[config.mk]
export PLATFORM = sky130hd
export DESIGN_NAME = hcw_sat
export DESIGN_NICKNAME = d
export VERILOG_FILES = /design/src/rtl/hcw_pkg.sv /design/src/rtl/hcw_sat.sv
export SDC_FILE = /design/constraint.sdc
export NUM_CORES = 2
export LEC_CHECK = 0
export BUFFER_PORTS_ARGS = -buffer_cell sky130_fd_sc_hd__buf_4
export CAP_MARGIN = 20
export CORE_MARGIN = 10
export CORE_UTILIZATION = 45
export CTS_CLUSTER_SIZE = 24
export DETAILED_ROUTE_END_ITERATION = 12
export PLACE_DENSITY = 0.58
export SYNTH_ARGS = -nofsm -noshare
export SYNTH_HDL_FRONTEND = slang
export SYNTH_SLANG_ARGS = --single-unit
[constraint.sdc]
create_clock -name clk -period 21.9 [get_ports clk]
set_clock_uncertainty 0.2 [all_clocks]
set_input_delay 1.095 -clock clk [delete_from_list [all_inputs] [get_ports clk]]
set_output_delay 1.095 -clock clk [all_outputs]
set_load 0.005 [all_outputs]
[src/rtl/hcw_pkg.sv]
// Shared types, constants and step functions of the HSV color wheel pipeline.
`timescale 1ns / 1ps
`default_nettype none
package hcw_pkg;

    localparam int MAX_SIDE      = 512;
    localparam int PIX_W         = 9;
    localparam int CFG_W         = 10;
    localparam int SIDE_W        = $clog2(MAX_SIDE + 1);
    localparam int SIDE_MIN      = 2;
    localparam int SIDE_RESET    = (MAX_SIDE < 256) ? MAX_SIDE : 256;

    // |2*pixel - side| and the rounding numerator
    localparam int MAG_W         = (PIX_W + 1 > SIDE_W) ? PIX_W + 1 : SIDE_W;
    localparam int NUM_W         = MAG_W + 16;
    localparam int QW            = 15;          // offset magnitude bits, also root bits
    localparam int OFF_W         = 16;          // Q2.14
    localparam int STEPS_PER_STG = 2;

    localparam int DIV_STG       = (QW + STEPS_PER_STG - 1) / STEPS_PER_STG;
    localparam int SQRT_STG      = (QW + STEPS_PER_STG - 1) / STEPS_PER_STG;
    localparam int CORDIC_N      = 16;
    localparam int CORDIC_STG    = (CORDIC_N + STEPS_PER_STG - 1) / STEPS_PER_STG;

    localparam int NORM_LAT      = DIV_STG + 2;
    localparam int SAT_LAT       = SQRT_STG + 2;
    localparam int CORDIC_LAT    = CORDIC_STG + 2;
    localparam int COLOR_LAT     = 5;
    localparam int PIPE_LAT      = NORM_LAT + SAT_LAT + COLOR_LAT;

    localparam int SQ_REM_W      = QW + 4;
    localparam int CW            = 27;          // CORDIC x/y
    localparam int ZW            = 22;          // angle, 1/4096 degree
    localparam int HUE_W         = 15;          // 1/64 degree
    localparam int F_W           = 12;
    localparam int C_W           = 27;          // channel level, full scale D
    localparam int LVL_W         = 12;

    localparam int HALF_TURN     = 180 * 4096;
    localparam int FULL_TURN     = 360 * 4096;
    localparam int HUE_TURN      = 360 * 64;
    localparam int SECTOR        = 3840;
    localparam int ONE_Q15       = 32768;
    localparam int D_FULL        = ONE_Q15 * SECTOR;
    localparam int DIV15_MUL     = 2185;        // floor(x/15) == (x*2185)>>15 for x < 4096
    localparam int RIM_LIMIT     = 32440;       // s*100 > 99*32768  <=>  s > 32440
    localparam int ALPHA_SCALE   = 25500;

    localparam int ATAN_TAB [CORDIC_N] = '{
        184320, 108810, 57492, 29184, 14649, 7331, 3667, 1833,
        917, 458, 229, 115, 57, 29, 14, 7
    };

    typedef enum logic [2:0] {
        SEC_RY = 3'd0,
        SEC_YG = 3'd1,
        SEC_GC = 3'd2,
        SEC_CB = 3'd3,
        SEC_BM = 3'd4,
        SEC_MR = 3'd5
    } sector_t;

    typedef struct packed {
        logic [PIX_W-1:0] pixel_x;
        logic [PIX_W-1:0] pixel_y;
    } pixel_t;

    typedef struct packed {
        logic [7:0] red;
        logic [7:0] green;
        logic [7:0] blue;
        logic [7:0] alpha;
    } rgba_t;

    typedef struct packed {
        logic [NUM_W-1:0] rem;
        logic [QW-1:0]    quo;
    } div_state_t;

    typedef struct packed {
        logic [SQ_REM_W-1:0] rem;
        logic [QW-1:0]       root;
    } sqrt_state_t;

    typedef struct packed {
        logic signed [CW-1:0] x;
        logic signed [CW-1:0] y;
        logic signed [ZW-1:0] z;
    } cordic_vec_t;

    // one restoring division step for quotient bit b
    function automatic div_state_t div_step(input div_state_t st, input logic [SIDE_W:0] d2,
                                            input int b);
        div_state_t       w;
        logic [NUM_W-1:0] sh;
        w  = st;
        sh = NUM_W'(d2) << b;
        if (st.rem >= sh)
        begin
            w.rem    = st.rem - sh;
            w.quo[b] = 1'b1;
        end
        return w;
    endfunction

    // one digit of the bitwise integer square root
    function automatic sqrt_state_t sqrt_step(input sqrt_state_t st, input logic [1:0] pair);
        sqrt_state_t         w;
        logic [SQ_REM_W-1:0] r2;
        logic [SQ_REM_W-1:0] trial;
        r2    = {st.rem[SQ_REM_W-3:0], pair};
        trial = SQ_REM_W'({st.root, 2'b01});
        if (r2 >= trial)
        begin
            w.rem  = r2 - trial;
            w.root = {st.root[QW-2:0], 1'b1};
        end
        else
        begin
            w.rem  = r2;
            w.root = {st.root[QW-2:0], 1'b0};
        end
        return w;
    endfunction

    // one vectoring rotation
    function automatic cordic_vec_t cordic_step(input cordic_vec_t v, input int i);
        cordic_vec_t          w;
        logic signed [CW-1:0] x;
        logic signed [CW-1:0] y;
        logic signed [CW-1:0] xs;
        logic signed [CW-1:0] ys;
        x  = v.x;
        y  = v.y;
        xs = x >>> i;
        ys = y >>> i;
        if (!y[CW-1])
        begin
            w.x = x + ys;
            w.y = y - xs;
            w.z = v.z + ZW'(ATAN_TAB[i]);
        end
        else
        begin
            w.x = x - ys;
            w.y = y + xs;
            w.z = v.z - ZW'(ATAN_TAB[i]);
        end
        return w;
    endfunction

endpackage
`default_nettype wire

[src/rtl/hcw_sat.sv]
// Saturation: squared radius and bitwise square root, Q0.15.
`timescale 1ns / 1ps
`default_nettype none
module hcw_sat (
    input  logic                              clk,
    input  logic                              en,
    input  logic signed [hcw_pkg::OFF_W-1:0]  dx,
    input  logic signed [hcw_pkg::OFF_W-1:0]  dy,
    output logic [hcw_pkg::QW-1:0]            sat,
    output logic                              outside
);
    import hcw_pkg::*;

    logic signed [31:0]   px;
    logic signed [31:0]   py;
    logic [30:0]          sqx_reg;
    logic [30:0]          sqy_reg;
    logic [31:0]          sum;
    sqrt_state_t          st_reg  [0:SQRT_STG];
    sqrt_state_t          st_next [1:SQRT_STG];
    logic [2*QW-3:0]      rad_reg [0:SQRT_STG];
    logic                 out_reg [0:SQRT_STG];
    logic [2*QW-1:0]      rad4;

    always_comb
    begin
        px  = dx * dx;
        py  = dy * dy;
        sum = 32'(sqx_reg) + 32'(sqy_reg);
    end

    // radicand 4*sum; only sums below 2^28 lie inside the wheel
    always_comb
    begin
        for (int k = 1; k <= SQRT_STG; k++)
        begin
            rad4       = {rad_reg[k-1], 2'b00};
            st_next[k] = st_reg[k-1];
            for (int j = 0; j < STEPS_PER_STG; j++)
            begin
                if ((k - 1) * STEPS_PER_STG + j < QW)
                    st_next[k] = sqrt_step(st_next[k],
                        rad4[2 * (QW - 1 - ((k - 1) * STEPS_PER_STG + j)) +: 2]);
            end
        end
    end

    always_ff @(posedge clk)
    begin
        if (en)
        begin
            sqx_reg    <= px[30:0];
            sqy_reg    <= py[30:0];
            st_reg[0]  <= '0;
            rad_reg[0] <= sum[2*QW-3:0];
            out_reg[0] <= sum[31:2*QW-2] != '0;
            for (int k = 1; k <= SQRT_STG; k++)
            begin
                st_reg[k]  <= st_next[k];
                rad_reg[k] <= rad_reg[k-1];
                out_reg[k] <= out_reg[k-1];
            end
        end
    end

    assign sat     = st_reg[SQRT_STG].root;
    assign outside = out_reg[SQRT_STG];

endmodule
`default_nettype wire

==> run metrics <==
Largest register FFs about 180; starting density of the core approximately 46%; H-tree depth 2; number of flops mapped to enable cells by yosys approximately 360; DRT Wirelength slightly below 80 mm; Remaining Overflow, GRT 0; DRC violations left 0; WS Path Type input port to flip-flop; Setup WS post-layout ~14000 ps; Fmax achieved 0.1325 GHz; DPL Wire Length between 60 and 70 mm; Sink Count around 360; Syn Area/Cell 10.15 sq um; row count between 100 and 150; dpl ws about 14000 ps; Synth Register Bits between 300 and 400; FF-to-FF Start st_reg[0][208]; WL/cell 15.61 um; slew margin rel. roughly 33%; final hold violations 0; synth top area cells edfxtp_1 (29%), fa_1 (24%), ha_1 (11%); # hold bufs at CTS 0; Post CTS Setup Buffer Count 0; Yosys top cell area share 28.61%; Primary FF master, synth edfxtp_1; 1st-iter DRT viols 1200; global-route wire length before repair roughly 130 mm; r2r endpoint st_reg[0][263]; clock transition at the registers of the reported paths ~60 ps; register area share after synthesis between 20% and 30%; Fin Setup TNS 0 ps; IO Count 50; CTS tree built; Nets approximately 4600; Max Cap Viol 0; Synthesis Warnings 0; Chip Height about 310 um; flop-to-flop setup slack 15350 ps; critical path launch point type input port; CP max FO 18; Max Root-Sink Buffers 3; ys async rst share 0%; Die Width about 310 um; hold_ws about 170 ps; crit end category flip-flop; synth cell count leaders inv_1 (788), fa_1 (459), edfxtp_1 (364), ha_1 (329), nand2_1 (270); outcome completed; Ant. Diodes 0; Root Driver clkbuf_16; Post-Synthesis Cells around 3800; GRT Util Overall around 16%; Mapped Area 0.03821 sq mm; antenna-violating nets left 0; worst slew pin tran roughly 1000 ps; CORE AREA between 0.08 and 0.09 sq mm; crit path capture sqy_reg[30]; WP data arrival roughly 7700 ps; R2R cell count 19; HP Class flip-flop to flip-flop; area leader, netlist edfxtp_1; WP data required 22010 ps; via count 25030; vias in the first global route roughly 26000; Final period util between 30% and 40%; Final Critical Period ~7500 ps; Worst-Skew Late Latency 600 ps; cts bufs inserted between 40 and 50; drt first pass iters 5; PortBufs between 40 and 50; post-synth cell types 92; Setup violations, final 0; share of cells above drive strength 1 around 4.9%; area of the die approximately 0.097 sq mm; final core occ about half; GPL Wtd Cong ~0.86; post-cts sizing count 0; maximum number of pins on one net before global-route repair 84; Slew Limit Fails 0; most common cell in the netlist inv_1; Area Overhead vs Synth 7.614%; CP startpoint dy[15]; initial antenna violation count 0; Via density 5.068; unrepaired setup endpoints after global routing false
## cells in the final DEF (no fill, tap or decap), drive strengths merged, types with 80 or more instances in the layout
cell type	instances
o21ai	94
xor2	80
edfxtp	364
and2	89
a21oi	160
a21o	89
nor2	205
xnor2	169
ha	329
fa	459
nand2	270
inv	794
## through the flow
stage,instance area (sq um),instances
floorplan,38210,3764
global placement,39620,4857
detailed placement,39620,4857
CTS,41120,4938
global route,41120,4938
finish,41120,4938
## worst min-delay path by stage
stage                   startpoint         endpoint  slack (ps)  cells after the start
global route        rad_reg[0][38]   rad_reg[0][66]         170                      0
finish              rad_reg[0][40]   rad_reg[0][68]         170                      0
CTS                 rad_reg[0][37]   rad_reg[0][65]         170                      0
floorplan            out_reg[0][0]    out_reg[0][1]         200                      0
detailed placement  rad_reg[0][88]  rad_reg[0][116]         200                      0
global placement    rad_reg[0][94]  rad_reg[0][122]         200                      0
## critical path, stage by stage
cell and delay (ps):
buf_4 190, inv_1 440, nor2_1 130, fa_1 620
inv_1 160, fa_1 610, inv_1 230, fa_1 600
fa_1 440, fa_1 540, inv_1 50, fa_1 520
inv_1 40, ha_1 400, nand2_1 120, nor3_1 310
nand2_1 110, or3_1 400, and2_1 200, o2111ai_1 200
a21oi_1 100, xnor2_1 120
## layout make-up
cell class	instances	area [sq um]
clock buffer	49	1120
clock inverter	32	375.4
fill	7878	42830
inverter	792	2975
multi-input combinational	2512	23880
sequential	364	10930
tap	1134	1419
timing repair buffer	55	420.4
## cells by family (layout without fill, tap and decap cells)
| group | count (synthesis) | after routing | share of synthesized area (%) |
|---|---|---|---|
| buffers and inverters | 888 | 928 | 8.923 |
| AND/OR/NAND/NOR | 888 | 888 | 11.50 |
| adder cells (fa/ha/maj) | 788 | 788 | 34.82 |
| flip-flops | 364 | 364 | 28.61 |
| XOR/XNOR | 249 | 249 | 5.708 |
| multiplexers | 29 | 29 | 0.8219 |
| other | 1 | 2 | 0.009814 |
| AO/OA/AOI/OAI | 556 | 556 | 9.608 |
## routing by layer
layer	part of all wire [%]	GRT usage, %
met2	52	29.50
met1	44	20.32
met3	2.8	1.654
met5	0	0
met4	2.0	3.632
Power is left out: the tool's default activity adds up to more than one toggle a clock period on the data nets, which glitch-free logic cannot reach.
