[config.mk]
export PLATFORM = sky130hd
export DESIGN_NAME = hcw_norm
export DESIGN_NICKNAME = d
export VERILOG_FILES = /design/src/rtl/hcw_pkg.sv /design/src/rtl/hcw_norm.sv
export SDC_FILE = /design/constraint.sdc
export NUM_CORES = 1
export LEC_CHECK = 0
export BUFFER_PORTS_ARGS = -buffer_cell sky130_fd_sc_hd__buf_2
export CAP_MARGIN = 25
export CORE_MARGIN = 5
export CORE_UTILIZATION = 50
export DETAILED_ROUTE_END_ITERATION = 6
export PLACE_DENSITY = 0.68
export SYNTH_ARGS = -nofsm -noshare
export SYNTH_HDL_FRONTEND = slang
export SYNTH_SLANG_ARGS = --single-unit
[constraint.sdc]
create_clock -name clk -period 10.8 [get_ports clk]
set_clock_uncertainty 0.2 [all_clocks]
set_input_delay 2.7 -clock clk [delete_from_list [all_inputs] [get_ports clk]]
set_output_delay 2.7 -clock clk [all_outputs]
set_load 0.02 [all_outputs]
[src/rtl/hcw_pkg.sv]
// Shared types, constants and step functions of the HSV color wheel pipeline.
`timescale 1ns / 1ps
`default_nettype none
package hcw_pkg;

    localparam int MAX_SIDE      = 512;
    localparam int PIX_W         = 9;
    localparam int CFG_W         = 10;
    localparam int SIDE_W        = $clog2(MAX_SIDE + 1);
    localparam int SIDE_MIN      = 2;
    localparam int SIDE_RESET    = (MAX_SIDE < 256) ? MAX_SIDE : 256;

    // |2*pixel - side| and the rounding numerator
    localparam int MAG_W         = (PIX_W + 1 > SIDE_W) ? PIX_W + 1 : SIDE_W;
    localparam int NUM_W         = MAG_W + 16;
    localparam int QW            = 15;          // offset magnitude bits, also root bits
    localparam int OFF_W         = 16;          // Q2.14
    localparam int STEPS_PER_STG = 2;

    localparam int DIV_STG       = (QW + STEPS_PER_STG - 1) / STEPS_PER_STG;
    localparam int SQRT_STG      = (QW + STEPS_PER_STG - 1) / STEPS_PER_STG;
    localparam int CORDIC_N      = 16;
    localparam int CORDIC_STG    = (CORDIC_N + STEPS_PER_STG - 1) / STEPS_PER_STG;

    localparam int NORM_LAT      = DIV_STG + 2;
    localparam int SAT_LAT       = SQRT_STG + 2;
    localparam int CORDIC_LAT    = CORDIC_STG + 2;
    localparam int COLOR_LAT     = 5;
    localparam int PIPE_LAT      = NORM_LAT + SAT_LAT + COLOR_LAT;

    localparam int SQ_REM_W      = QW + 4;
    localparam int CW            = 27;          // CORDIC x/y
    localparam int ZW            = 22;          // angle, 1/4096 degree
    localparam int HUE_W         = 15;          // 1/64 degree
    localparam int F_W           = 12;
    localparam int C_W           = 27;          // channel level, full scale D
    localparam int LVL_W         = 12;

    localparam int HALF_TURN     = 180 * 4096;
    localparam int FULL_TURN     = 360 * 4096;
    localparam int HUE_TURN      = 360 * 64;
    localparam int SECTOR        = 3840;
    localparam int ONE_Q15       = 32768;
    localparam int D_FULL        = ONE_Q15 * SECTOR;
    localparam int DIV15_MUL     = 2185;        // floor(x/15) == (x*2185)>>15 for x < 4096
    localparam int RIM_LIMIT     = 32440;       // s*100 > 99*32768  <=>  s > 32440
    localparam int ALPHA_SCALE   = 25500;

    localparam int ATAN_TAB [CORDIC_N] = '{
        184320, 108810, 57492, 29184, 14649, 7331, 3667, 1833,
        917, 458, 229, 115, 57, 29, 14, 7
    };

    typedef enum logic [2:0] {
        SEC_RY = 3'd0,
        SEC_YG = 3'd1,
        SEC_GC = 3'd2,
        SEC_CB = 3'd3,
        SEC_BM = 3'd4,
        SEC_MR = 3'd5
    } sector_t;

    typedef struct packed {
        logic [PIX_W-1:0] pixel_x;
        logic [PIX_W-1:0] pixel_y;
    } pixel_t;

    typedef struct packed {
        logic [7:0] red;
        logic [7:0] green;
        logic [7:0] blue;
        logic [7:0] alpha;
    } rgba_t;

    typedef struct packed {
        logic [NUM_W-1:0] rem;
        logic [QW-1:0]    quo;
    } div_state_t;

    typedef struct packed {
        logic [SQ_REM_W-1:0] rem;
        logic [QW-1:0]       root;
    } sqrt_state_t;

    typedef struct packed {
        logic signed [CW-1:0] x;
        logic signed [CW-1:0] y;
        logic signed [ZW-1:0] z;
    } cordic_vec_t;

    // one restoring division step for quotient bit b
    function automatic div_state_t div_step(input div_state_t st, input logic [SIDE_W:0] d2,
                                            input int b);
        div_state_t       w;
        logic [NUM_W-1:0] sh;
        w  = st;
        sh = NUM_W'(d2) << b;
        if (st.rem >= sh)
        begin
            w.rem    = st.rem - sh;
            w.quo[b] = 1'b1;
        end
        return w;
    endfunction

    // one digit of the bitwise integer square root
    function automatic sqrt_state_t sqrt_step(input sqrt_state_t st, input logic [1:0] pair);
        sqrt_state_t         w;
        logic [SQ_REM_W-1:0] r2;
        logic [SQ_REM_W-1:0] trial;
        r2    = {st.rem[SQ_REM_W-3:0], pair};
        trial = SQ_REM_W'({st.root, 2'b01});
        if (r2 >= trial)
        begin
            w.rem  = r2 - trial;
            w.root = {st.root[QW-2:0], 1'b1};
        end
        else
        begin
            w.rem  = r2;
            w.root = {st.root[QW-2:0], 1'b0};
        end
        return w;
    endfunction

    // one vectoring rotation
    function automatic cordic_vec_t cordic_step(input cordic_vec_t v, input int i);
        cordic_vec_t          w;
        logic signed [CW-1:0] x;
        logic signed [CW-1:0] y;
        logic signed [CW-1:0] xs;
        logic signed [CW-1:0] ys;
        x  = v.x;
        y  = v.y;
        xs = x >>> i;
        ys = y >>> i;
        if (!y[CW-1])
        begin
            w.x = x + ys;
            w.y = y - xs;
            w.z = v.z + ZW'(ATAN_TAB[i]);
        end
        else
        begin
            w.x = x - ys;
            w.y = y + xs;
            w.z = v.z - ZW'(ATAN_TAB[i]);
        end
        return w;
    endfunction

endpackage
`default_nettype wire

[src/rtl/hcw_norm.sv]
// Center offset of one coordinate, normalized by half the side, Q2.14.
`timescale 1ns / 1ps
`default_nettype none
module hcw_norm (
    input  logic                              clk,
    input  logic                              en,
    input  logic [hcw_pkg::SIDE_W-1:0]        side,
    input  logic [hcw_pkg::PIX_W-1:0]         pix,
    output logic signed [hcw_pkg::OFF_W-1:0]  off
);
    import hcw_pkg::*;

    localparam logic signed [OFF_W-1:0] OFF_MAX = 16'sh7FFF;
    localparam logic signed [OFF_W-1:0] OFF_MIN = 16'sh8000;

    logic signed [MAG_W:0]   diff;
    logic [MAG_W-1:0]        mag;
    logic [SIDE_W:0]         d2;
    div_state_t              st0_next;
    logic                    ovf0_next;
    div_state_t              st_reg  [0:DIV_STG];
    div_state_t              st_next [1:DIV_STG];
    logic                    neg_reg [0:DIV_STG];
    logic                    ovf_reg [0:DIV_STG];
    logic signed [OFF_W-1:0] off_next;
    logic signed [OFF_W-1:0] off_reg;

    // rounding numerator |2p - S| * 32768 + S over divisor 2S
    always_comb
    begin
        d2        = {side, 1'b0};
        diff      = $signed({1'b0, MAG_W'({pix, 1'b0})}) - $signed({1'b0, MAG_W'(side)});
        mag       = diff[MAG_W] ? MAG_W'(-diff) : diff[MAG_W-1:0];
        st0_next.rem = NUM_W'({mag, {QW{1'b0}}}) + NUM_W'(side);
        st0_next.quo = '0;
        ovf0_next = st0_next.rem >= NUM_W'({d2, {QW{1'b0}}});
    end

    always_comb
    begin
        for (int k = 1; k <= DIV_STG; k++)
        begin
            st_next[k] = st_reg[k-1];
            for (int j = 0; j < STEPS_PER_STG; j++)
            begin
                if ((k - 1) * STEPS_PER_STG + j < QW)
                    st_next[k] = div_step(st_next[k], d2, QW - 1 - ((k - 1) * STEPS_PER_STG + j));
            end
        end
    end

    always_comb
    begin
        if (ovf_reg[DIV_STG])
            off_next = neg_reg[DIV_STG] ? OFF_MIN : OFF_MAX;
        else if (neg_reg[DIV_STG])
            off_next = -$signed({1'b0, st_reg[DIV_STG].quo});
        else
            off_next = $signed({1'b0, st_reg[DIV_STG].quo});
    end

    always_ff @(posedge clk)
    begin
        if (en)
        begin
            st_reg[0]  <= st0_next;
            neg_reg[0] <= diff[MAG_W];
            ovf_reg[0] <= ovf0_next;
            for (int k = 1; k <= DIV_STG; k++)
            begin
                st_reg[k]  <= st_next[k];
                neg_reg[k] <= neg_reg[k-1];
                ovf_reg[k] <= ovf_reg[k-1];
            end
            off_reg <= off_next;
        end
    end

    assign off = off_reg;

endmodule
`default_nettype wire

==> results.toml <==
[clocking]
cts_hold_buf = 0
clock_path_buffers = 3
clkTransAtPathRegs_ps = 60
cts-root-buf = "clkbuf_16"
cts_tree = "done"
cts_resized = 0
clock_latency_ps = 540
post_cts_buffers = 0
cts_sinks = 300
cts_buffers = 35
cts_max_level = 2

[placed_design]
portBuffers = 36
dp_hpwl_um = 36630
gp_congestion = 0.9074
dp_cells = 2590

[synth]
synthesis.area_um2 = 21120
synthSimpleGateAreaFrac = 0.1751
synth_edf_count = 300
synth_top_family_by_area = "simple AND/OR/NAND/NOR gates"
yosysSeqAreaShare = 0.4265
yosysWarnings = 0
synth-xor-area-share = 0.06967
yosysTopAreaCellShare = 0.4265
ys_seq_elements = 300
syn_inst = 2043
synthArstFlopShare = 0
syn_nets = 2245
synth.distinct_cells = 99
yosys.area_share.adder = 0.1118
synth_compound_area_frac = 0.1529
syn_avg_cell_area_um2 = 10.34
synth.largest_area_cell = "edfxtp_1"
synth_area_leaders = "edfxtp_1 43%, ha_1 10%, xnor2_1 4.3%, a21oi_1 3.3%, nand2_1 2.8%"
muxShareOfSynthArea = 0.03833
synth_ff_type = "edfxtp_1"

[grt]
grt_max_degree = 172
grt_pass1_wl_um = 79250
busiest_layer = "met2"
grt_pass1_vias = 15032
antenna_found_initial = 0
grtUsageMet2 = 0.3437
track_usage = 0.2070
met3_usage = 0.02859
grt_overflow = 0
grtUsageMet1 = 0.2820

[floorplanning]
ios = 37
dieHeight_um = 215.5
die_area_um2 = 46450
start_util = 0.5046
core-area_um2 = 41850
die_width_um = 215.5
num_rows = 75

[timing]
rsz0062_at_grt = "false"
period_share = 0.8381
tns_ps = 0
worstMarginPinSlew_ps = 1000
hold_slack_ps = 216.2
fin_crit_ps = 9051
max_freq_ghz = 0.1105
setup_violations = 0
slew_violations = 0
slew_headroom = 0.3331
hold_viol = 0

[drt]
vias_per_cell = 5.979
drtIter0Drc = 1121
drcViolationCount = 0
firstDrtPassIters = 5
wl_per_cell_um = 18.62
wl_um = 49390
ant_nets = 0
vias = 15856

[setup_path]
worstSetupStartpointType = "input pin"
critical_path_class = "input pin to flop"
critPathCaptureType = "flop"
timing.rr.end = "st_reg[0][72]"
critPathArrivalTime_ps = 9140
cp_max_fo = 11
r2r_slack_ps = 4150
r2r_cells = 21
crit-reg2reg-launch = "st_reg[0][31]"
crit_required_ps = 10890

[run_status]
status = "finished, final reports clean"

[pwr]
p_leak_nw = 8.736
peakVddDrop_mv = 0.2524
p_per_area_nw_per_um2 = 295.5

[cells_and_area]
nets = 2292
syn2layout_area_growth_pct = 9.141
largest_reg_flops = 266
final_cell_mix = "300 x edfxtp_1, 168 x ha_1, 158 x nand2_1, 151 x nor2_1, 139 x a21oi_1"
final_common_cell = "edfxtp_1"
drive_gt1_frac = 0.09655
layout.cells.non_filler = 2652
antenna_cells = 0

[worst_hold_path]
hold_end = "st_reg[0][301]"
hold_depth = 0
hold_start = "st_reg[0][260]"
hp-class = "flop to flop"

[run]
cap_violations = 0
## how the worst max path moves through the flow
stage               startpoint             to  slack, ps  depth (start not counted)
floorplan              side[1]  st_reg[0][72]       2250                         23
global placement       side[1]  st_reg[0][74]       1430                         23
detailed placement     side[1]  st_reg[0][74]       1200                         23
CTS                    side[1]  st_reg[0][74]       1780                         23
global route           side[1]  st_reg[0][74]       1140                         23
finish                 side[1]  st_reg[0][72]       1750                         23
## critical path, stage by stage
cell      delay (ps)
buf_2            250
inv_1            340
ha_1             420
nor2b_1          130
o21ai_0          190
a21boi_0         150
o21a_1           200
o21a_1           210
o31a_1           270
o221ai_1         400
and2_1           440
mux2_2           400
ha_1             330
a21o_1           190
a21oi_1          220
o21ai_0          110
a21oi_1          270
o21ai_0          140
a21oi_1          260
o41a_1           220
o41ai_1          130
nor2_1           740
mux2_2           410
## metrics by stage
stage	instance area [um2]	power, mW	setup slack [ps]	util
finish	23050	6.812	1749	0.5508
global route	23050	7.341	1142	0.5508
CTS	23030	6.812	1777	0.5503
detailed placement	21930	5.618	1200	0.5239
global placement	21930	5.518	1431	0.5239
floorplan	21120	4.839	2251	-
## synthesized netlist by cell type, types with 10 or more instances
master	number
o31ai_1	17
o21ai_0	94
buf_2	12
nand2_1	158
a21o_1	54
or4_1	12
or3_1	30
mux2_1	18
mux2_2	37
xor2_1	65
or2_2	12
nor2b_1	33
o21a_1	24
ha_1	168
nor3b_1	11
nor4_1	30
edfxtp_1	300
o2111ai_1	10
o21ai_1	18
a211oi_1	13
a21boi_0	15
a21oi_1	139
a31oi_1	17
nand3_1	55
o21bai_1	11
and3_1	20
inv_1	84
nand2b_1	26
nand4_1	24
fa_1	13
nor3_1	48
clkbuf_1	29
mux2i_1	19
nor2_1	151
and2_1	19
xnor2_1	103
## kinds of logic after synthesis
kind of cell / Yosys count
AND/OR/NAND/NOR: 691
AO/OA/AOI/OAI: 494
flip-flops: 300
adder cells (fa/ha/maj): 181
XOR/XNOR: 168
buffers and inverters: 135
multiplexers: 74
## power by group
part,switching (mW),total [mW],leakage (nW),internal [mW]
Combinational,2.07,3.69,5.34,1.62
Clock,0.484,1.14,0.542,0.661
Sequential,0.225,1.98,2.86,1.75
Total,2.78,6.81,8.74,4.03
## final cells by class
cell class              count  area [um2]
fillers                  3668       18800
flip-flops and latches    300        9009
multi-input cells        1608       11570
clock buffers              37       904.6
repair buffers             56       356.6
clock inverters            23       201.4
well taps                 539       674.4
inverters                  89       334.1
## routing by layer
metal  wire [um]  part of all wire
met5           0                 0
met4        1503             0.030
met3        1896             0.038
met2       23330              0.47
met1       22650              0.46
Power figures use the tool's default switching activity.
