File: src/rtl/hcw_pkg.sv
// Shared types, constants and step functions of the HSV color wheel pipeline.
`timescale 1ns / 1ps
`default_nettype none
package hcw_pkg;

    localparam int MAX_SIDE      = 512;
    localparam int PIX_W         = 9;
    localparam int CFG_W         = 10;
    localparam int SIDE_W        = $clog2(MAX_SIDE + 1);
    localparam int SIDE_MIN      = 2;
    localparam int SIDE_RESET    = (MAX_SIDE < 256) ? MAX_SIDE : 256;

    // |2*pixel - side| and the rounding numerator
    localparam int MAG_W         = (PIX_W + 1 > SIDE_W) ? PIX_W + 1 : SIDE_W;
    localparam int NUM_W         = MAG_W + 16;
    localparam int QW            = 15;          // offset magnitude bits, also root bits
    localparam int OFF_W         = 16;          // Q2.14
    localparam int STEPS_PER_STG = 2;

    localparam int DIV_STG       = (QW + STEPS_PER_STG - 1) / STEPS_PER_STG;
    localparam int SQRT_STG      = (QW + STEPS_PER_STG - 1) / STEPS_PER_STG;
    localparam int CORDIC_N      = 16;
    localparam int CORDIC_STG    = (CORDIC_N + STEPS_PER_STG - 1) / STEPS_PER_STG;

    localparam int NORM_LAT      = DIV_STG + 2;
    localparam int SAT_LAT       = SQRT_STG + 2;
    localparam int CORDIC_LAT    = CORDIC_STG + 2;
    localparam int COLOR_LAT     = 5;
    localparam int PIPE_LAT      = NORM_LAT + SAT_LAT + COLOR_LAT;

    localparam int SQ_REM_W      = QW + 4;
    localparam int CW            = 27;          // CORDIC x/y
    localparam int ZW            = 22;          // angle, 1/4096 degree
    localparam int HUE_W         = 15;          // 1/64 degree
    localparam int F_W           = 12;
    localparam int C_W           = 27;          // channel level, full scale D
    localparam int LVL_W         = 12;

    localparam int HALF_TURN     = 180 * 4096;
    localparam int FULL_TURN     = 360 * 4096;
    localparam int HUE_TURN      = 360 * 64;
    localparam int SECTOR        = 3840;
    localparam int ONE_Q15       = 32768;
    localparam int D_FULL        = ONE_Q15 * SECTOR;
    localparam int DIV15_MUL     = 2185;        // floor(x/15) == (x*2185)>>15 for x < 4096
    localparam int RIM_LIMIT     = 32440;       // s*100 > 99*32768  <=>  s > 32440
    localparam int ALPHA_SCALE   = 25500;

    localparam int ATAN_TAB [CORDIC_N] = '{
        184320, 108810, 57492, 29184, 14649, 7331, 3667, 1833,
        917, 458, 229, 115, 57, 29, 14, 7
    };

    typedef enum logic [2:0] {
        SEC_RY = 3'd0,
        SEC_YG = 3'd1,
        SEC_GC = 3'd2,
        SEC_CB = 3'd3,
        SEC_BM = 3'd4,
        SEC_MR = 3'd5
    } sector_t;

    typedef struct packed {
        logic [PIX_W-1:0] pixel_x;
        logic [PIX_W-1:0] pixel_y;
    } pixel_t;

    typedef struct packed {
        logic [7:0] red;
        logic [7:0] green;
        logic [7:0] blue;
        logic [7:0] alpha;
    } rgba_t;

    typedef struct packed {
        logic [NUM_W-1:0] rem;
        logic [QW-1:0]    quo;
    } div_state_t;

    typedef struct packed {
        logic [SQ_REM_W-1:0] rem;
        logic [QW-1:0]       root;
    } sqrt_state_t;

    typedef struct packed {
        logic signed [CW-1:0] x;
        logic signed [CW-1:0] y;
        logic signed [ZW-1:0] z;
    } cordic_vec_t;

    // one restoring division step for quotient bit b
    function automatic div_state_t div_step(input div_state_t st, input logic [SIDE_W:0] d2,
                                            input int b);
        div_state_t       w;
        logic [NUM_W-1:0] sh;
        w  = st;
        sh = NUM_W'(d2) << b;
        if (st.rem >= sh)
        begin
            w.rem    = st.rem - sh;
            w.quo[b] = 1'b1;
        end
        return w;
    endfunction

    // one digit of the bitwise integer square root
    function automatic sqrt_state_t sqrt_step(input sqrt_state_t st, input logic [1:0] pair);
        sqrt_state_t         w;
        logic [SQ_REM_W-1:0] r2;
        logic [SQ_REM_W-1:0] trial;
        r2    = {st.rem[SQ_REM_W-3:0], pair};
        trial = SQ_REM_W'({st.root, 2'b01});
        if (r2 >= trial)
        begin
            w.rem  = r2 - trial;
            w.root = {st.root[QW-2:0], 1'b1};
        end
        else
        begin
            w.rem  = r2;
            w.root = {st.root[QW-2:0], 1'b0};
        end
        return w;
    endfunction

    // one vectoring rotation
    function automatic cordic_vec_t cordic_step(input cordic_vec_t v, input int i);
        cordic_vec_t          w;
        logic signed [CW-1:0] x;
        logic signed [CW-1:0] y;
        logic signed [CW-1:0] xs;
        logic signed [CW-1:0] ys;
        x  = v.x;
        y  = v.y;
        xs = x >>> i;
        ys = y >>> i;
        if (!y[CW-1])
        begin
            w.x = x + ys;
            w.y = y - xs;
            w.z = v.z + ZW'(ATAN_TAB[i]);
        end
        else
        begin
            w.x = x - ys;
            w.y = y + xs;
            w.z = v.z - ZW'(ATAN_TAB[i]);
        end
        return w;
    endfunction

endpackage
`default_nettype wire

File: src/rtl/hcw_cordic.sv
// Hue: CORDIC vectoring angle, wrapped and rounded to 1/64 degree.
`timescale 1ns / 1ps
`default_nettype none
module hcw_cordic (
    input  logic                              clk,
    input  logic                              en,
    input  logic signed [hcw_pkg::OFF_W-1:0]  dx,
    input  logic signed [hcw_pkg::OFF_W-1:0]  dy,
    output logic [hcw_pkg::HUE_W-1:0]         hue
);
    import hcw_pkg::*;

    cordic_vec_t          v0_next;
    logic signed [CW-1:0] xe;
    logic signed [CW-1:0] ye;
    cordic_vec_t          st_reg  [0:CORDIC_STG];
    cordic_vec_t          st_next [1:CORDIC_STG];
    logic                 ctr_reg [0:CORDIC_STG];
    logic signed [ZW-1:0] zw;
    logic signed [ZW-1:0] zr;
    logic [HUE_W-1:0]     hue_next;
    logic [HUE_W-1:0]     hue_reg;

    // left half plane turned by 180 degrees
    always_comb
    begin
        xe = CW'(dx) <<< 8;
        ye = CW'(dy) <<< 8;
        if (dx < 0)
        begin
            v0_next.x = -xe;
            v0_next.y = -ye;
            v0_next.z = ZW'(HALF_TURN);
        end
        else
        begin
            v0_next.x = xe;
            v0_next.y = ye;
            v0_next.z = '0;
        end
    end

    always_comb
    begin
        for (int k = 1; k <= CORDIC_STG; k++)
        begin
            st_next[k] = st_reg[k-1];
            for (int j = 0; j < STEPS_PER_STG; j++)
            begin
                if ((k - 1) * STEPS_PER_STG + j < CORDIC_N)
                    st_next[k] = cordic_step(st_next[k], (k - 1) * STEPS_PER_STG + j);
            end
        end
    end

    always_comb
    begin
        zw = st_reg[CORDIC_STG].z;
        if (zw < 0)
            zw = zw + ZW'(FULL_TURN);
        zr = (zw + ZW'(32)) >>> 6;
        if (ctr_reg[CORDIC_STG])
            hue_next = '0;
        else if (zr >= ZW'(HUE_TURN))
            hue_next = HUE_W'(zr - ZW'(HUE_TURN));
        else
            hue_next = HUE_W'(zr);
    end

    always_ff @(posedge clk)
    begin
        if (en)
        begin
            st_reg[0]  <= v0_next;
            ctr_reg[0] <= (dx == 0) && (dy == 0);
            for (int k = 1; k <= CORDIC_STG; k++)
            begin
                st_reg[k]  <= st_next[k];
                ctr_reg[k] <= ctr_reg[k-1];
            end
            hue_reg <= hue_next;
        end
    end

    assign hue = hue_reg;

endmodule
`default_nettype wire

File: config.mk
export PLATFORM = sky130hd
export DESIGN_NAME = hcw_cordic
export DESIGN_NICKNAME = d
export VERILOG_FILES = /design/src/rtl/hcw_pkg.sv /design/src/rtl/hcw_cordic.sv
export SDC_FILE = /design/constraint.sdc
export NUM_CORES = 2
export LEC_CHECK = 0
export BUFFER_PORTS_ARGS = -buffer_cell sky130_fd_sc_hd__buf_4
export CAP_MARGIN = 20
export CELL_PAD_IN_SITES_DETAIL_PLACEMENT = 1
export CELL_PAD_IN_SITES_GLOBAL_PLACEMENT = 2
export CORE_ASPECT_RATIO = 1.75
export CORE_UTILIZATION = 45
export CTS_BUF_LIST = sky130_fd_sc_hd__clkbuf_16
export DETAILED_ROUTE_END_ITERATION = 7
export GPL_ROUTABILITY_DRIVEN = 0
export GPL_TIMING_DRIVEN = 0
export PLACE_DENSITY = 0.85
export SETUP_SLACK_MARGIN = 0.15
export SYNTH_ARGS = -nofsm -noshare
export SYNTH_HDL_FRONTEND = slang
export SYNTH_SLANG_ARGS = --single-unit
File: constraint.sdc
create_clock -name clk -period 16.61 [get_ports clk]
set_input_delay 0.8305 -clock clk [delete_from_list [all_inputs] [get_ports clk]]
set_output_delay 0.8305 -clock clk [all_outputs]
set_load 0.03 [all_outputs]
==> reports/metrics.yaml <==
finish:
  synthToLayoutAreaGrowth_pct: 7.32
  drive_above_1_share_pct: 3.62
  layout.area.seq_um2: 16800
  fin_nets: 9944
  multiInputGateArea_um2: 54000
  count_of_filler_cells_inserted_in_the_layout: 19400
  largest_reg_flops: 534
synth:
  syn-mean-instance-area_um2: 8.40
  synthCells: 8708
  synth_flop_cell: "sky130_fd_sc_hd__edfxtp_1"
  synth.yosys.seq_area_share_pct: 22.9
  postSynth.asyncResetShare_pct: 0
  syn-cell-area_um2: 73100
  synth_seq_cells: 558
  number_of_synthesis_warnings: 0
  synth-edff-count: 558
  post_synth_num_cell_types: 101
detailed_routing:
  drt-initial-drc-count: 2056
  drt-wirelength-per-cell_um: 22.4
  postRouteAntennaNets: 0
  detail_route.drc_violations: 0
  firstDrtPassIters: 5
  drt-vias-per-instance: 5.98
  drt-total-wl_um: 247000
  detailroute.via_count: 66100
worst_setup_path:
  slowest_delay_ns: 0.85
  cp-startpoint: "st_reg[0][428]"
  r2r_start: "st_reg[0][428]"
  crit_required_ns: 17.04
  crit_path_end_kind: "register"
  cp_class: "reg -> reg"
  worstPathArrival_ns: 11.82
  critical-path-slowest-cell: "sky130_fd_sc_hd__o21ai_0"
  reg2regPathDepth: 30
  crit_path_max_fanout: 17
  worstSetupStartpointType: "register"
  setup.reg_to_reg.worst_slack_ns: 5.22
cts:
  cts-root-buf: "sky130_fd_sc_hd__clkbuf_16"
  clock_tree_from_tritoncts: "built"
  h-tree-depth: 2
  tritoncts.num_buffers: 60
  cts_repair_resize_count: 0
  cts_sinks: 558
  cts_hold_buffers: 0
  cts_max_path_buffers: 3
  source_to_sink_clock_delay_at_the_later_pin_of_the_worst_skew_pair_ns: 0.77
  clk_pin_slew_worst_setup_hold_paths_ns: 0.07
  cts_post_setup_buffers_inserted: 0
sta:
  finalWorstPathRequiredPeriod_ns: 11.39
  final_setup_vio_count: 0
  achievable-frequency_mhz: 87.8
  slew_violations: 0
  grt_setup_unrepaired: "false"
  timing_hold_violations_final: 0
  clock_skew_ns: 0.0735
  holdWs_ns: 0.261
  timing_worst_slew_pin_value_ns: 1.23
  worst_slew_margin_rel_pct: 17.7
  final.setup.tns_ns: 0
  final.period_utilization_pct: 68.5
die:
  placeableCoreArea_um2: 161000
  design.portCount: 49
  initial_core_util_pct: 45.3
  fp.dieArea_um2: 164000
  dieHeight_um: 535
  rows: 195
  die-width_um: 307
grt:
  wire_length_of_the_first_global_routing_pass_um: 383000
  antenna_found_initial: 11
  grt-ovfl-total: 0
  grt_start_max_net_pins: 126
  grt_usage_pct: 29.5
  grt_pass1_vias: 71300
job:
  number_of_max_capacitance_violations_reported: 0
placed_design:
  port_buffers: 48
  detailed_place_hpwl_um: 209000
hold_path:
  hold_path_class: "in -> reg"
  hold_depth: 1
  worst_hold_path_startpoint: "dx[0]"
run_status:
  status: "finished, final reports clean"
[metrics by stage]
stage / area [um2] / utilization, % / setup WS, ns / cells
CTS: 78400 / 48.6 / 5.36 / 11100
finish: 78500 / 48.7 / 5.22 / 11100
global route: 78500 / 48.7 / 4.90 / 11100
floorplan: 73100 / - / 8.71 / 8709
global placement: 76200 / 47.3 / 4.95 / 10900
detailed placement: 76400 / 47.4 / 5.38 / 10900
[layout make-up]
cell class / count / area share (%)
multi-input combinational: 7511 / 68.8
sequential: 558 / 21.3
tap: 2167 / 3.45
inverter: 502 / 2.40
clock buffer: 60 / 1.91
timing repair buffer: 68 / 0.803
buffer: 138 / 0.671
clock inverter: 50 / 0.628
antenna: 3 / 0.00957
[cells in the mapped netlist, types with 37 or more instances]
library cell                  n  area share, %
sky130_fd_sc_hd__a211oi_1    77           0.79
sky130_fd_sc_hd__a21boi_0    38           0.39
sky130_fd_sc_hd__a21o_1     264            2.7
sky130_fd_sc_hd__a21oi_1    787            5.4
sky130_fd_sc_hd__a31oi_1    119            1.0
sky130_fd_sc_hd__and2_1      56           0.48
sky130_fd_sc_hd__and3_1      88           0.75
sky130_fd_sc_hd__clkbuf_1   115           0.59
sky130_fd_sc_hd__edfxtp_1   558             23
sky130_fd_sc_hd__ha_1      1038             18
sky130_fd_sc_hd__inv_1      500            2.6
sky130_fd_sc_hd__nand2_1    508            2.6
sky130_fd_sc_hd__nand2b_1   125            1.1
sky130_fd_sc_hd__nand3_1    179            1.2
sky130_fd_sc_hd__nand4_1     56           0.48
sky130_fd_sc_hd__nor2_1     823            4.2
sky130_fd_sc_hd__nor2b_1    151            1.3
sky130_fd_sc_hd__nor3_1     313            2.1
sky130_fd_sc_hd__nor4_1      65           0.56
sky130_fd_sc_hd__o211ai_1    46           0.47
sky130_fd_sc_hd__o21a_1     136            1.4
sky130_fd_sc_hd__o21ai_0    518            3.5
sky130_fd_sc_hd__o21bai_1    82           0.84
sky130_fd_sc_hd__o31ai_1     63           0.65
sky130_fd_sc_hd__o41ai_1     37           0.44
sky130_fd_sc_hd__or2_2       58           0.50
sky130_fd_sc_hd__or3_1       84           0.72
sky130_fd_sc_hd__xnor2_1    894             11
sky130_fd_sc_hd__xor2_1     377            4.5
[layout by cell type, fill, tap and decap left out, drive strengths merged, types with 180 or more instances in the layout]
cell type	count
edfxtp	558
inv	512
nor3	314
xor2	377
ha	1038
a21o	264
o21ai	526
nor2	823
nand3	180
a21oi	788
nand2	508
xnor2	894
[critical path: cells and delay by family, from the launching register on]
family	cells	cell delay, ns
buffers and inverters	5	2.16
AO/OA/AOI/OAI	17	5.72
AND/OR/NAND/NOR	4	1.05
adder cells (fa/ha/maj)	2	0.73
XOR/XNOR	2	0.60
flip-flops	1	0.81
[final timing paths]
kind	to
worst max-delay path	st_reg[0][503]
worst min-delay path	st_reg[0][57]
worst max register to register	st_reg[0][503]
worst min register to register	ctr_reg[6]
[routing by layer]
| metal | share of wire [%] | track usage [%] |
|---|---|---|
| met5 | 0.030 | 0 |
| met3 | 2.0 | 2.80 |
| met2 | 56 | 60.5 |
| met4 | 9.3 | 24.1 |
| met1 | 33 | 25.0 |
[logic make-up (layout without fill, tap and decap cells)]
| group | count (synthesis) | count (layout) | share of synthesized area [%] |
|---|---|---|---|
| DFF | 558 | 558 | 22.9 |
| other | 1 | 5 | 0.00513 |
| muxes | 36 | 36 | 0.520 |
| and+or+nand+nor | 2653 | 2653 | 17.8 |
| adders and majority gates | 1071 | 1071 | 18.7 |
| buffers and inverters | 640 | 818 | 3.29 |
| xor gates and xnor gates | 1273 | 1273 | 15.3 |
| AOI/OAI and AO/OA | 2476 | 2476 | 21.6 |
Power is left out: the tool's default activity adds up to more than one toggle a clock period on the data nets, which glitch-free logic cannot reach.
