<file path="src/rtl/hcw_pkg.sv">
// Shared types, constants and step functions of the HSV color wheel pipeline.
`timescale 1ns / 1ps
`default_nettype none
package hcw_pkg;

    localparam int MAX_SIDE      = 512;
    localparam int PIX_W         = 9;
    localparam int CFG_W         = 10;
    localparam int SIDE_W        = $clog2(MAX_SIDE + 1);
    localparam int SIDE_MIN      = 2;
    localparam int SIDE_RESET    = (MAX_SIDE < 256) ? MAX_SIDE : 256;

    // |2*pixel - side| and the rounding numerator
    localparam int MAG_W         = (PIX_W + 1 > SIDE_W) ? PIX_W + 1 : SIDE_W;
    localparam int NUM_W         = MAG_W + 16;
    localparam int QW            = 15;          // offset magnitude bits, also root bits
    localparam int OFF_W         = 16;          // Q2.14
    localparam int STEPS_PER_STG = 2;

    localparam int DIV_STG       = (QW + STEPS_PER_STG - 1) / STEPS_PER_STG;
    localparam int SQRT_STG      = (QW + STEPS_PER_STG - 1) / STEPS_PER_STG;
    localparam int CORDIC_N      = 16;
    localparam int CORDIC_STG    = (CORDIC_N + STEPS_PER_STG - 1) / STEPS_PER_STG;

    localparam int NORM_LAT      = DIV_STG + 2;
    localparam int SAT_LAT       = SQRT_STG + 2;
    localparam int CORDIC_LAT    = CORDIC_STG + 2;
    localparam int COLOR_LAT     = 5;
    localparam int PIPE_LAT      = NORM_LAT + SAT_LAT + COLOR_LAT;

    localparam int SQ_REM_W      = QW + 4;
    localparam int CW            = 27;          // CORDIC x/y
    localparam int ZW            = 22;          // angle, 1/4096 degree
    localparam int HUE_W         = 15;          // 1/64 degree
    localparam int F_W           = 12;
    localparam int C_W           = 27;          // channel level, full scale D
    localparam int LVL_W         = 12;

    localparam int HALF_TURN     = 180 * 4096;
    localparam int FULL_TURN     = 360 * 4096;
    localparam int HUE_TURN      = 360 * 64;
    localparam int SECTOR        = 3840;
    localparam int ONE_Q15       = 32768;
    localparam int D_FULL        = ONE_Q15 * SECTOR;
    localparam int DIV15_MUL     = 2185;        // floor(x/15) == (x*2185)>>15 for x < 4096
    localparam int RIM_LIMIT     = 32440;       // s*100 > 99*32768  <=>  s > 32440
    localparam int ALPHA_SCALE   = 25500;

    localparam int ATAN_TAB [CORDIC_N] = '{
        184320, 108810, 57492, 29184, 14649, 7331, 3667, 1833,
        917, 458, 229, 115, 57, 29, 14, 7
    };

    typedef enum logic [2:0] {
        SEC_RY = 3'd0,
        SEC_YG = 3'd1,
        SEC_GC = 3'd2,
        SEC_CB = 3'd3,
        SEC_BM = 3'd4,
        SEC_MR = 3'd5
    } sector_t;

    typedef struct packed {
        logic [PIX_W-1:0] pixel_x;
        logic [PIX_W-1:0] pixel_y;
    } pixel_t;

    typedef struct packed {
        logic [7:0] red;
        logic [7:0] green;
        logic [7:0] blue;
        logic [7:0] alpha;
    } rgba_t;

    typedef struct packed {
        logic [NUM_W-1:0] rem;
        logic [QW-1:0]    quo;
    } div_state_t;

    typedef struct packed {
        logic [SQ_REM_W-1:0] rem;
        logic [QW-1:0]       root;
    } sqrt_state_t;

    typedef struct packed {
        logic signed [CW-1:0] x;
        logic signed [CW-1:0] y;
        logic signed [ZW-1:0] z;
    } cordic_vec_t;

    // one restoring division step for quotient bit b
    function automatic div_state_t div_step(input div_state_t st, input logic [SIDE_W:0] d2,
                                            input int b);
        div_state_t       w;
        logic [NUM_W-1:0] sh;
        w  = st;
        sh = NUM_W'(d2) << b;
        if (st.rem >= sh)
        begin
            w.rem    = st.rem - sh;
            w.quo[b] = 1'b1;
        end
        return w;
    endfunction

    // one digit of the bitwise integer square root
    function automatic sqrt_state_t sqrt_step(input sqrt_state_t st, input logic [1:0] pair);
        sqrt_state_t         w;
        logic [SQ_REM_W-1:0] r2;
        logic [SQ_REM_W-1:0] trial;
        r2    = {st.rem[SQ_REM_W-3:0], pair};
        trial = SQ_REM_W'({st.root, 2'b01});
        if (r2 >= trial)
        begin
            w.rem  = r2 - trial;
            w.root = {st.root[QW-2:0], 1'b1};
        end
        else
        begin
            w.rem  = r2;
            w.root = {st.root[QW-2:0], 1'b0};
        end
        return w;
    endfunction

    // one vectoring rotation
    function automatic cordic_vec_t cordic_step(input cordic_vec_t v, input int i);
        cordic_vec_t          w;
        logic signed [CW-1:0] x;
        logic signed [CW-1:0] y;
        logic signed [CW-1:0] xs;
        logic signed [CW-1:0] ys;
        x  = v.x;
        y  = v.y;
        xs = x >>> i;
        ys = y >>> i;
        if (!y[CW-1])
        begin
            w.x = x + ys;
            w.y = y - xs;
            w.z = v.z + ZW'(ATAN_TAB[i]);
        end
        else
        begin
            w.x = x - ys;
            w.y = y + xs;
            w.z = v.z - ZW'(ATAN_TAB[i]);
        end
        return w;
    endfunction

endpackage
`default_nettype wire

</file>
<file path="src/rtl/hcw_color.sv">
// HSV to RGB with value 1, rim alpha ramp and outside masking.
`timescale 1ns / 1ps
`default_nettype none
module hcw_color (
    input  logic                        clk,
    input  logic                        en,
    input  logic [hcw_pkg::HUE_W-1:0]   hue,
    input  logic [hcw_pkg::QW-1:0]      sat,
    input  logic                        outside,
    output hcw_pkg::rgba_t              rgba
);
    import hcw_pkg::*;

    // stage 0: sector and fraction
    logic [17:0]      sprod;
    logic [2:0]       sec;
    logic [HUE_W-1:0] fw;
    sector_t          sec0_reg;
    logic [F_W-1:0]   f0_reg;
    logic [QW-1:0]    s0_reg;
    logic             out0_reg;

    // stage 1: products
    logic [15:0]      am;
    sector_t          sec1_reg;
    logic [C_W-1:0]   sf1_reg;
    logic [C_W-1:0]   sg1_reg;
    logic [C_W-1:0]   p1_reg;
    logic [15:0]      am1_reg;
    logic             rim1_reg;
    logic             out1_reg;

    // stage 2: channel levels
    logic [C_W-1:0]   q2;
    logic [C_W-1:0]   t2;
    logic [C_W-1:0]   cr;
    logic [C_W-1:0]   cg;
    logic [C_W-1:0]   cb;
    logic [C_W-1:0]   cr2_reg;
    logic [C_W-1:0]   cg2_reg;
    logic [C_W-1:0]   cb2_reg;
    logic [30:0]      ap2_reg;
    logic             rim2_reg;
    logic             out2_reg;

    // stage 3: scale by 255 / 2^23
    logic [34:0]      mr;
    logic [34:0]      mg;
    logic [34:0]      mb;
    logic [15:0]      araw;
    logic [LVL_W-1:0] lr3_reg;
    logic [LVL_W-1:0] lg3_reg;
    logic [LVL_W-1:0] lb3_reg;
    logic [7:0]       a3_reg;
    logic             out3_reg;

    // stage 4: divide by 15
    logic [23:0]      nr;
    logic [23:0]      ng;
    logic [23:0]      nb;
    rgba_t            rgba_next;
    rgba_t            rgba_reg;

    always_comb
    begin
        sprod = 18'(hue[HUE_W-1:8]) * 18'(DIV15_MUL);
        sec   = sprod[17:15];
        fw    = hue - HUE_W'(32'(sec) * SECTOR);
        am    = 16'(ONE_Q15) - 16'(s0_reg);
    end

    always_comb
    begin
        q2 = C_W'(D_FULL) - sf1_reg;
        t2 = C_W'(D_FULL) - sg1_reg;
        case (sec1_reg)
            SEC_RY:
            begin
                cr = C_W'(D_FULL); cg = t2; cb = p1_reg;
            end
            SEC_YG:
            begin
                cr = q2; cg = C_W'(D_FULL); cb = p1_reg;
            end
            SEC_GC:
            begin
                cr = p1_reg; cg = C_W'(D_FULL); cb = t2;
            end
            SEC_CB:
            begin
                cr = p1_reg; cg = q2; cb = C_W'(D_FULL);
            end
            SEC_BM:
            begin
                cr = t2; cg = p1_reg; cb = C_W'(D_FULL);
            end
            default:
            begin
                cr = C_W'(D_FULL); cg = p1_reg; cb = q2;
            end
        endcase
    end

    always_comb
    begin
        mr   = 35'(cr2_reg) * 35'(255);
        mg   = 35'(cg2_reg) * 35'(255);
        mb   = 35'(cb2_reg) * 35'(255);
        araw = 16'(ap2_reg >> 15);
    end

    always_comb
    begin
        nr = 24'(lr3_reg) * 24'(DIV15_MUL);
        ng = 24'(lg3_reg) * 24'(DIV15_MUL);
        nb = 24'(lb3_reg) * 24'(DIV15_MUL);
        if (out3_reg)
            rgba_next = '0;
        else
        begin
            rgba_next.red   = 8'(nr >> 15);
            rgba_next.green = 8'(ng >> 15);
            rgba_next.blue  = 8'(nb >> 15);
            rgba_next.alpha = a3_reg;
        end
    end

    always_ff @(posedge clk)
    begin
        if (en)
        begin
            sec0_reg <= sector_t'(sec);
            f0_reg   <= fw[F_W-1:0];
            s0_reg   <= sat;
            out0_reg <= outside;

            sec1_reg <= sec0_reg;
            sf1_reg  <= C_W'(s0_reg) * C_W'(f0_reg);
            sg1_reg  <= C_W'(s0_reg) * C_W'(F_W'(SECTOR) - f0_reg);
            p1_reg   <= C_W'(am) * C_W'(SECTOR);
            am1_reg  <= am;
            rim1_reg <= s0_reg > QW'(RIM_LIMIT);
            out1_reg <= out0_reg;

            cr2_reg  <= cr;
            cg2_reg  <= cg;
            cb2_reg  <= cb;
            ap2_reg  <= 31'(am1_reg) * 31'(ALPHA_SCALE);
            rim2_reg <= rim1_reg;
            out2_reg <= out1_reg;

            lr3_reg  <= LVL_W'(mr >> 23);
            lg3_reg  <= LVL_W'(mg >> 23);
            lb3_reg  <= LVL_W'(mb >> 23);
            if (!rim2_reg || araw > 16'd255)
                a3_reg <= 8'hFF;
            else
                a3_reg <= araw[7:0];
            out3_reg <= out2_reg;

            rgba_reg <= rgba_next;
        end
    end

    assign rgba = rgba_reg;

endmodule
`default_nettype wire

</file>
<file path="config.mk">
export PLATFORM = sky130hd
export DESIGN_NAME = hcw_color
export DESIGN_NICKNAME = d
export VERILOG_FILES = /design/src/rtl/hcw_pkg.sv /design/src/rtl/hcw_color.sv
export SDC_FILE = /design/constraint.sdc
export NUM_CORES = 2
export LEC_CHECK = 0
export ABC_AREA = 1
export BUFFER_PORTS_ARGS = -buffer_cell sky130_fd_sc_hd__buf_2
export CAP_MARGIN = 10
export CORE_MARGIN = 2
export CORE_UTILIZATION = 25
export CTS_BUF_LIST = sky130_fd_sc_hd__clkbuf_4 sky130_fd_sc_hd__clkbuf_8
export CTS_CLUSTER_DIAMETER = 100
export CTS_CLUSTER_SIZE = 12
export DETAILED_ROUTE_END_ITERATION = 6
export SKIP_LAST_GASP = 1
export SYNTH_ARGS = -nofsm -noshare
export SYNTH_HDL_FRONTEND = slang
export SYNTH_SLANG_ARGS = --single-unit
</file>
<file path="constraint.sdc">
create_clock -name clk -period 15.3 [get_ports clk]
set_input_delay 3.06 -clock clk [delete_from_list [all_inputs] [get_ports clk]]
set_output_delay 3.06 -clock clk [all_outputs]
set_load 0.05 [all_outputs]
</file>
==> reports/results.tsv <==
stage	metric	value	unit
placed_design	count of port buffers added during placement	64	
setup_path	reg-to-reg critical path startpoint	f0_reg[0]	
timing	Tmin final	6.89	ns
setup_path	worst flop-to-flop path endpoint	sg1_reg[26]	
placed_design	global placer's final weighted congestion	0.919	
synth	#FFs+latches synth	299	
finish	final-stage net count	7555	
timing	maximum clock frequency	145	MHz
drt	Detailed Route Iter0 Violations	2537	
hold_path	Min-Delay Endpoint	out3_reg	
global_routing	antenna violations before repair	8	
synth	cell taking the most area after synthesis	sky130_fd_sc_hd__fa_1	
synth	proportion of synthesized area in mux cells	0	%
setup_path	depth of the most critical reg-to-reg path	29	
clocking	Clk Tree Root Cell	sky130_fd_sc_hd__clkbuf_8	
placed_design	placed cell count	8767	
synth	fraction of synthesized cell area taken by the top area cell type	30.0	%
drt	routed vias	38869	
setup_path	count of buffering cells on the critical path with inverters included	6	
global_routing	GRT Residual Overflow	0	
hold_path	Min-Delay Startpoint	out2_reg	
setup_path	cell class contributing the biggest share of worst-path delay	adder cells	
setup_path	kind of critical path	flop to flop	
clocking	TritonCTS buffer count	36	
synth	sequential cell area fraction in the yosys report	17.5	%
clocking	number of buffers added to fix hold violations after cts	0	
finish	flip-flop count of the largest register after layout	32	
global_routing	wire length of the first global-routing pass	211	mm
timing	final cycle utilization of the critical path	45.0	%
floorplanning	I/O pin count	65	
flow_run	number of max-cap violations	0	
drt	ANT nets after route	0	
synth	post-synthesis instance total	6075	
hold_path	min-delay worst type	flop to flop	
synth	Post-Synthesis Net Count	7513	
clocking	number of post-CTS setup repair buffers	0	
run_status	result of the run	complete, no violations	
clocking	Worst-Skew Late Latency	0.67	ns
drt	vias per cell	4.41	
global_routing	pin count of the biggest net entering global routing	99	
clocking	post-cts resize count	0	
drt	TritonRoute pass-1 iters	6	
setup_path	CP Capture Type	flop	
global_routing	vias in the first global route	40494	
setup_path	cell type of the slowest stage on the worst timing path	sky130_fd_sc_hd__edfxtp_1	
clocking	clock-pin slew on the worst setup and hold paths	0.09	ns
synth	number of enable flip-flop cells after synthesis	299	
drt	routed wire length	128	mm
timing	final slew viol count	0	
finish	final instance area	55500	µm²
clocking	CTS Buffer Depth	3	
synth	ys flop type	sky130_fd_sc_hd__edfxtp_1	
hold_path	Hold Path Depth	0	
synth	post-synthesis area per instance	8.45	µm²
synth	Synth Area in Compound Gates	5.71	%
synth	post-synthesis simple-gate area fraction	18.4	%
synth	synthesis warning total	0	
clocking	Clock Sinks	299	
floorplanning	Cell Rows	166	
placed_design	placed instance area	54800	µm²
floorplanning	Horiz. Die Dim	457	µm
timing	RSZ-0062 raised after global routing	false	
finish	filler instances	22071	
timing	endpoints failing hold	0	
synth	largest family of logic cells by synthesized area	adder cells	
placed_design	total half-perimeter wirelength after legalization and detailed placement	110	mm
synth	number of different library cells in the post-synthesis netlist	53	
global_routing	All-Layer GR Usage	12.3	%
setup_path	crit path max fanout	17	
timing	final critical-path setup slack	8.41	ns
setup_path	startpoint type of the worst setup path	flop	
timing	final count of negative-setup-slack endpoints	0	
finish	fraction of final layout cells with drive strength greater than 1	3.64	%
synth	top cells by count, synth	sky130_fd_sc_hd__inv_1, sky130_fd_sc_hd__nand2_1, sky130_fd_sc_hd__fa_1	
synth	top cells by area, synth	sky130_fd_sc_hd__fa_1, sky130_fd_sc_hd__edfxtp_1, sky130_fd_sc_hd__ha_1	
synth	Synth Area in XOR/XNOR	1.93	%
timing	sum of negative setup slack	0	ns
placed_design	worst setup slack after placement	8.08	ns
setup_path	slack of the worst reg-to-reg path	8.41	ns
floorplanning	Core Box Area	204000	µm²
drt	detail-routed net length per standard cell	14.6	µm
floorplanning	initial cell density of the core	25.1	%
clocking	clock tree from TritonCTS	built	
synth	Post-Synthesis Cell Area	51300	µm²
finish	synthesis-to-layout area growth	8.14	%
timing	setup skew after layout	0.0525	ns
drt	detailed-route DRC error count	0	
clocking	number of H-tree levels	2	
setup_path	arrival time reported for the critical path endpoint	7.29	ns
setup_path	most repeated library cell on the critical path	sky130_fd_sc_hd__nand2_1	
floorplanning	die height	457	µm
setup_path	Max stage delay on crit path	0.74	ns
timing	Tightest Pin Transition	1.20	ns
synth	most repeated cell in the gate-level netlist after synthesis	sky130_fd_sc_hd__inv_1	
timing	worst rel slew slack	19.4	%
finish	count of placed standard cells in the final layout, fillers left out	8820	
synth	post-synthesis share of cell area spent on full adders, half adders and majority gates	45.5	%
floorplanning	area of the die	209000	µm²
setup_path	Data required, critical path	15.70	ns
synth	Async S/R FF share, synth	0	%
-- how the worst max path moves through the flow --
stage,start,to,depth (start not counted)
floorplan,hue[11],f0_reg[11],23
global placement,hue[11],f0_reg[11],24
detailed placement,hue[11],f0_reg[11],24
CTS,f0_reg[0],sg1_reg[25],27
global route,f0_reg[0],sg1_reg[25],27
finish,f0_reg[0],sg1_reg[26],29
-- logic make-up after synthesis --
group                      Yosys count
and+or+nand+nor                   2249
buffers and inverters             1473
adders and majority gates         1405
AOI/OAI and AO/OA                  537
DFF                                299
xor gates and xnor gates           112
-- worst register-to-register path: cells and delay by family (launching register included) --
family	cells	cell delay [ns]
AOI/OAI and AO/OA	2	0.37
adders and majority gates	8	3.59
buffers and inverters	6	0.53
DFF	1	0.74
and+or+nand+nor	13	1.37
-- final cells by class --
cell class	instances	area [µm²]	share of cell area (%)
multi-input cells	4303	36700	66.2
inverters	1385	5200	9.37
flip-flops and latches	299	8980	16.2
clock inverters	13	180	0.325
clock buffers	37	509	0.917
well taps	2688	3360	6.06
diodes	3	7.51	0.0135
repair buffers	92	541	0.974
-- cell usage in the layout, fill, tap and decap left out, types with 11 or more instances in the layout --
cell type,instances
sky130_fd_sc_hd__a21o_1,22
sky130_fd_sc_hd__a21oi_1,282
sky130_fd_sc_hd__buf_2,63
sky130_fd_sc_hd__buf_4,28
sky130_fd_sc_hd__clkbuf_8,37
sky130_fd_sc_hd__edfxtp_1,299
sky130_fd_sc_hd__fa_1,770
sky130_fd_sc_hd__ha_1,635
sky130_fd_sc_hd__inv_1,1368
sky130_fd_sc_hd__inv_2,14
sky130_fd_sc_hd__nand2_1,1257
sky130_fd_sc_hd__nand3_1,328
sky130_fd_sc_hd__nand4_1,51
sky130_fd_sc_hd__nor2_1,459
sky130_fd_sc_hd__nor2_2,25
sky130_fd_sc_hd__nor3_1,54
sky130_fd_sc_hd__nor4_1,17
sky130_fd_sc_hd__o211ai_1,16
sky130_fd_sc_hd__o21a_1,11
sky130_fd_sc_hd__o21ai_0,142
sky130_fd_sc_hd__o21bai_1,22
sky130_fd_sc_hd__o22ai_1,21
sky130_fd_sc_hd__xnor2_1,26
sky130_fd_sc_hd__xor2_1,85
-- metrics by stage --
step / hold slack [ns] / utilization [%]
detailed placement: 0.411 / 26.8
global placement: 0.406 / 26.8
global route: 0.443 / 27.2
finish: 0.429 / 27.2
floorplan: 0.400 / -
CTS: 0.432 / 27.2
-- metal layers --
layer  track usage, %  share of wire, %
met5                0             0.042
met4             4.03               3.3
met3             1.41               5.0
met2             20.2                46
met1             16.9                46
Power is not shown: default switching activity piles up to over one toggle a cycle in this logic, so the estimate is an artifact.
